`config.mk`:
```
export PLATFORM = sky130hd
export DESIGN_NAME = utf8c_decode
export DESIGN_NICKNAME = d
export VERILOG_FILES = /design/src/sv/utf8c_pkg.sv /design/src/sv/utf8c_decode.sv
export SDC_FILE = /design/constraint.sdc
export NUM_CORES = 1
export LEC_CHECK = 0
export BUFFER_PORTS_ARGS = -buffer_cell sky130_fd_sc_hd__buf_2
export CAP_MARGIN = 20
export CORE_ASPECT_RATIO = 1.2
export CORE_MARGIN = 5
export CORE_UTILIZATION = 39
export DETAILED_ROUTE_END_ITERATION = 10
export PLACE_DENSITY = 0.85
export SLEW_MARGIN = 20
export SYNTH_ARGS = -nofsm -noshare
export SYNTH_HDL_FRONTEND = slang
export SYNTH_SLANG_ARGS = --single-unit
```
`constraint.sdc`:
```
create_clock -name vclk -period 2.7
set_input_delay 0.54 -clock vclk [all_inputs]
set_output_delay 0.54 -clock vclk [all_outputs]
set_load 0.05 [all_outputs]
```
`src/sv/utf8c_pkg.sv`:
```
// shared types and constants for the utf-8 canonical text checker
`timescale 1ns / 1ps

package utf8c_pkg;

  localparam int unsigned CP_W    = 21;
  localparam int unsigned LEN_W   = 32;
  localparam int unsigned COUNT_W = LEN_W + 1;

  localparam logic [7:0] LEAD2_LO = 8'hc2;
  localparam logic [7:0] LEAD2_HI = 8'hdf;
  localparam logic [7:0] LEAD3_LO = 8'he0;
  localparam logic [7:0] LEAD3_HI = 8'hef;
  localparam logic [7:0] LEAD4_LO = 8'hf0;
  localparam logic [7:0] LEAD4_HI = 8'hf4;

  localparam logic [CP_W-1:0] CP_ASCII_END = 21'h000080;
  localparam logic [CP_W-1:0] CP_TWO_END   = 21'h000800;
  localparam logic [CP_W-1:0] CP_THREE_END = 21'h010000;
  localparam logic [CP_W-1:0] CP_MAX       = 21'h10ffff;
  localparam logic [CP_W-1:0] CP_SURR_LO   = 21'h00d800;
  localparam logic [CP_W-1:0] CP_SURR_HI   = 21'h00dfff;
  localparam logic [CP_W-1:0] CP_COMB_LO   = 21'h000300;
  localparam logic [CP_W-1:0] CP_COMB_HI   = 21'h00036f;

  localparam logic [COUNT_W-1:0] COUNT_SAT = {1'b1, {LEN_W{1'b0}}};

  typedef enum logic [1:0] {
    STATUS_OK       = 2'd0,
    STATUS_NONCANON = 2'd1,
    STATUS_TOO_LONG = 2'd2
  } utf8c_status_t;

  typedef struct packed {
    logic [1:0]      pending;
    logic [1:0]      lead_len;
    logic [CP_W-1:0] cp;
    logic            err;
  } utf8c_state_t;

endpackage

```
`src/sv/utf8c_decode.sv`:
```
// byte decoder: next decode state from the current state and one text byte
`timescale 1ns / 1ps

module utf8c_decode
  import utf8c_pkg::*;
(
  input  utf8c_state_t state_cur,
  input  logic [7:0]   data_byte,
  input  logic         has_byte,
  output utf8c_state_t state_next
);

  logic [CP_W-1:0] cp_shift;
  logic [1:0]      pending_dec;
  logic            cp_bad;

  assign cp_shift    = {state_cur.cp[CP_W-7:0], data_byte[5:0]};
  assign pending_dec = state_cur.pending - 2'd1;

  always_comb begin
    cp_bad = (cp_shift < CP_ASCII_END) ||
             ((cp_shift < CP_TWO_END) && (state_cur.lead_len >= 2'd2)) ||
             ((cp_shift < CP_THREE_END) && (state_cur.lead_len == 2'd3)) ||
             (cp_shift > CP_MAX) ||
             ((cp_shift >= CP_SURR_LO) && (cp_shift <= CP_SURR_HI)) ||
             ((cp_shift >= CP_COMB_LO) && (cp_shift <= CP_COMB_HI));
  end

  always_comb begin
    state_next = state_cur;
    if (has_byte && !state_cur.err) begin
      if (state_cur.pending == 2'd0) begin
        if (data_byte[7] == 1'b0) begin
          state_next = state_cur;
        end else if (data_byte >= LEAD2_LO && data_byte <= LEAD2_HI) begin
          state_next.cp       = {{(CP_W-5){1'b0}}, data_byte[4:0]};
          state_next.lead_len = 2'd1;
          state_next.pending  = 2'd1;
        end else if (data_byte >= LEAD3_LO && data_byte <= LEAD3_HI) begin
          state_next.cp       = {{(CP_W-4){1'b0}}, data_byte[3:0]};
          state_next.lead_len = 2'd2;
          state_next.pending  = 2'd2;
        end else if (data_byte >= LEAD4_LO && data_byte <= LEAD4_HI) begin
          state_next.cp       = {{(CP_W-3){1'b0}}, data_byte[2:0]};
          state_next.lead_len = 2'd3;
          state_next.pending  = 2'd3;
        end else begin
          state_next.err = 1'b1;
        end
      end else if (data_byte[7:6] != 2'b10) begin
        state_next.err = 1'b1;
      end else begin
        state_next.cp      = cp_shift;
        state_next.pending = pending_dec;
        if (pending_dec == 2'd0 && cp_bad) begin
          state_next.err = 1'b1;
        end
      end
    end
  end

endmodule

```
==> run summary, run 1 <==
- largest vdd supply drop: 0.0001768 V
- status: complete, but fails checks
- crit path capture type: primary output
- Worst Max-Slew Pin Slew: 0.5040 ns
- worst relative slew slack: 65.96%
- number of cells in the finished layout apart from fillers: 188
- worst min-delay path startpoint: state_cur[18]
- leakage component of the power: 0.6673 nW
- Yosys Warn Count: 0
- ratio of cells with drive above 1 in the final layout: 51.76%
- sequential-to-total area share from yosys stat: 0%
- arrival time worst endpoint: 2.21 ns
- number of nets with antenna violations after detailed routing: 0
- initial antenna violation count: 0
- DRC: 0
- total vias in the final route: 1,160
- class of the tightest hold or removal check: primary input to primary output
- fin crit period: 2.748 ns
- number of instances in the placed design: 185
- post-synth top area cell: a22o_1
- power per cell area: 235.7 mW/mm^2
- die extent in x: 47.25 um
- global-route wire length before repair: 4.236 mm
- final layout net count: 209
- total global routing track utilization: 21.65%
- endpoint of the worst setup timing path: state_next[6]
- DR vias/cell: 6.170
- Initial Utilization: 40.55%
- launching element of the worst setup path: data_byte[3]
- number of rows created at floorplan: 16
- ant diodes: 0
- Period Utilization, post-route: 101.8%
- via count of the first global-routing pass: 1,092
- Data required, critical path: 2.16 ns
- top cells by area, synth: a22o_1, nor2_1, nand2_1, mux2_1, a21oi_1
- remaining global-route overflow: 0
- synthesis-to-layout area growth: 97.69%
- Max Fanout on Critical Path: 8
- maximum clock frequency: 363.9 MHz
- Initial DRC Count: 72
- Post-Syn Instances: 101
- area of the mapped netlist: 649.4 sq um
- area of the placeable core: 0.001602 sq mm
- number of sequential storage elements: 0
- routed wire length: 3.514 mm
- startpoint types: primary input
- failing checks: negative setup slack
- number of different library cells in the post-synthesis netlist: 36
- fraction of synthesized cell area taken by the top area cell type: 21.58%
- RD Place Congestion: 0.8467
- maximum number of pins on one net before global-route repair: 18
- # port buffers: 61
- final setup violation count: 13
- area of all sequential standard cells: 0 sq um
- Critical Setup Path Class: primary input to primary output
- syn_nets: 138
- half-perimeter wire length of the detailed placement result: 2.318 mm
- setup repair after global routing missed its margin: yes
- total count of hold-check failures in the final report: 0
- die area: 0.002585 sq mm
- boundary pin count: 61
- worst-case setup margin in the final layout: -0.04772 ns
- Routed WL per cell: 18.69 um
- die height: 54.70 um
- most frequent cell after synthesis: a22o_1
- Synth top cells by count: a22o_1, nor2_1, nand2_1, inv_1, a21oi_1
- number of iterations in the first detailed-routing pass: 4
- count of clock buffers in the final design: 0
- post-synthesis area per instance: 6.429 sq um
- post-route setup TNS: -0.2911 ns
- count of max-cap constraint violations: 0
- number of max-slew violations in the final report: 0
==> worst max-delay path, cell delays in order <==
cell and delay (ns):
buf_6 0.09, or4_4 0.54, nor2_4 0.17, nor3_4 0.06
o21ai_2 0.15, buf_6 0.17, clkbuf_16 0.15, a22o_1 0.16
buf_6 0.17
==> timing repair <==
action,in CTS,in global routing
hold buffers,0,0
cloned,0,1
setup buffers,1,1
gates resized for setup,16,45
setup endpoints to repair,20,21
pin swaps,1,5
==> metal layers <==
| layer | wire length, um | global-route usage [%] | vias to the layer above | part of all wire (%) |
|---|---|---|---|---|
| li1 | - | - | 531 | - |
| met4 | 133 | 7.834 | 0 | 3.8 |
| met3 | 333 | 3.289 | 19 | 9.5 |
| met5 | 0 | 0 | - | 0 |
| met2 | 1802 | 41.52 | 88 | 51 |
| met1 | 1244 | 22.69 | 522 | 35 |
==> how the worst min path moves through the flow <==
stage | to | slack, ns | cells after the start
2_1_floorplan | state_next[0] | 1.25 | 2
3_3_place_gp | state_next[25] | 1.49 | 4
3_5_place_dp | state_next[20] | 1.51 | 3
4_1_cts | state_next[18] | 1.46 | 3
5_1_grt | state_next[19] | 1.47 | 3
6_report | state_next[18] | 1.44 | 3
==> cell type report <==
type / instances / area [sq um]
timing repair buffer: 76 / 591.8
fill: 104 / 317.8
tap: 18 / 22.52
multi-input combinational: 87 / 643.1
inverter: 7 / 26.28
==> where the power goes <==
group	total [W]	internal (W)	leakage, nW	switching, W
Clock	0	0	0	0
Sequential	0	0	0	0
Combinational	0.000303	0.000115	0.667	0.000188
==> through the flow <==
step           setup slack (ns)  instance area (sq um)  total power [W]  hold WS [ns]  utilization, %
3_3_place_gp           -0.01433                   1066        0.0002464         1.491           66.56
5_1_grt                 -0.1086                   1284        0.0003164         1.467           80.16
2_1_floorplan           0.01388                  680.7        0.0001695         1.249               -
3_5_place_dp           -0.06379                   1066        0.0002516         1.512           66.56
6_report               -0.04772                   1284        0.0003026         1.443           80.16
4_1_cts               0.0006999                   1122        0.0002628         1.462           70.08
==> placed cells by master (no fill, tap or decap), types with 3 or more instances in the layout <==
cell type / instances
buf_2: 38
o21ai_0: 4
buf_4: 14
nand2_1: 11
a22o_1: 16
mux2_4: 3
inv_1: 7
buf_6: 21
a21oi_1: 6
nor2_1: 12
==> cells by family (layout without fill, tap and decap cells) <==
logic type	after synthesis	count (layout)	share of synthesized area, %
AO/OA/AOI/OAI	41	41	46.82
AND/OR/NAND/NOR	40	40	31.79
buffers and inverters	14	83	10.98
multiplexers	3	3	5.202
adder cells (fa/ha/maj)	2	2	3.853
XOR/XNOR	1	1	1.349
Power figures use the tool's default switching activity.
==> inputs of run 2 (changes only) <==
Settings changed: CORE_UTILIZATION 39 to 35, PLACE_DENSITY 0.85 to 0.8, TNS_END_PERCENT set to 5.
Clock period 2.7 ns to 2.5 ns, I/O delays scaled along.
==> run 2 against run 1 <==
Global-route usage shrank 1.2 points. Combinational power grew 8.6%. Via count shrank 1.7%. The flow still finishes with violations (negative setup slack). Largest power group unchanged. Clock-buffer cell count unchanged. Die area grew 9.1%. Sequential share of layout area did not move. Wire length fell by 8.8%.
==> run summary, run 2 (synthesis results as in run 1) <==
- DR vias/cell: 5.846
- DRC: 0
- synthesis-to-layout area growth: 105.8%
- class of the tightest hold or removal check: primary input to primary output
- largest vdd supply drop: 0.0002044 V
- status: complete, but fails checks
- ratio of cells with drive above 1 in the final layout: 55.11%
- leading cell type in the layout, fill and taps excluded: buf_2
- global-route wire length before repair: 4.836 mm
- Initial DRC Count: 14
- total global routing track utilization: 20.40%
- area of the placeable core: 0.001808 sq mm
- number of iterations in the first detailed-routing pass: 4
- worst-case setup margin in the final layout: -0.1038 ns
- number of cells in the finished layout apart from fillers: 195
- die height: 57.19 um
- number of rows created at floorplan: 17
- final layout net count: 215
- routed wire length: 3.206 mm
- maximum number of pins on one net before global-route repair: 18
- Finished Core Util: 73.91%
- via count of the first global-routing pass: 1,124
- failing checks: negative setup slack
- hold-fix buffer count after cts: 0
- arrival time worst endpoint: 2.10 ns
- die extent in x: 49.32 um
- count of max-cap constraint violations: 0
- maximum clock frequency: 384.1 MHz
- total count of hold-check failures in the final report: 0
- Max Fanout on Critical Path: 6
- commonest cells after routing, fill and taps aside: buf_2, buf_6, buf_4, a22o_1
- Routed WL per cell: 16.44 um
- die area: 0.002820 sq mm
- remaining global-route overflow: 0
- number of max-slew violations in the final report: 0
- worst hold slack after final layout: 1.351 ns
- number of sequential storage elements: 0
- RD Place Congestion: 0.9072
- Critical Setup Path Class: primary input to primary output
- setup repair after global routing missed its margin: yes
- worst hold stages: 4
- Period Utilization, post-route: 104.2%
- initial antenna violation count: 0
- boundary pin count: 61
- half-perimeter wire length of the detailed placement result: 2.333 mm
- number of instances in the placed design: 191
- # port buffers: 61
- Data required, critical path: 2.00 ns
- crit path capture type: primary output
- leakage component of the power: 0.6958 nW
- Worst Max-Slew Pin Slew: 0.5160 ns
- area of all sequential standard cells: 0 sq um
- fin crit period: 2.604 ns
- final setup violation count: 20
- Initial Utilization: 35.92%
- count of clock buffers in the final design: 0
- total vias in the final route: 1,140
- post-route setup TNS: -1.474 ns
- worst relative slew slack: 65.15%
- number of nets with antenna violations after detailed routing: 0
- power per cell area: 246.3 mW/mm^2
- ant diodes: 0
- startpoint types: primary input
-- run 2: worst paths after layout --
check    startpoint       endpoint  slack [ns]
min    state_cur[0]  state_next[0]        1.35
max    data_byte[2]  state_next[3]       -0.10
-- run 2: layout make-up --
| type | count | area, sq um |
|---|---|---|
| Tap cell | 19 | 23.77 |
| Inverter | 7 | 26.28 |
| Multi-Input combinational cell | 87 | 653.1 |
| Timing Repair Buffer | 82 | 633.1 |
| Fill cell | 136 | 471.7 |
-- run 2: report_power, final --
part	internal (W)	switching, W	leakage [nW]
combinational	0.000129	0.000200	0.696
clock	0	0	0
sequential	0	0	0
total	0.000129	0.000200	0.696
-- run 2: metrics by stage --
step           setup slack [ns]  instance area (sq um)   power, W
2_1_floorplan           -0.1810                  674.4  0.0001811
3_3_place_gp            -0.1021                   1099  0.0002719
3_5_place_dp            -0.1550                   1099  0.0002766
4_1_cts                -0.07284                   1247  0.0003131
5_1_grt                 -0.1528                   1336  0.0003445
6_report                -0.1038                   1336  0.0003291
-- run 2: layer usage --
layer	track usage (%)	share of wire (%)	vias to the layer above
met3	5.483	8.4	6
met1	21.81	38	537
met2	38.86	53	56
li1	-	-	541
met4	4.615	1.4	0
met5	0	0	-
-- run 2: worst max-delay path: stages --
cell     delay [ns]
buf_2          0.11
or4_4          0.55
nor2_4         0.13
nor3_2         0.05
o21ai_2        0.12
buf_6          0.16
mux2_4         0.32
buf_8          0.15
-- run 2: timing repair --
item,CTS,global route
pin swaps,3,5
gates resized for setup,44,13
buffers inserted,1,2
gates cloned,0,1
setup endpoints to repair,22,25
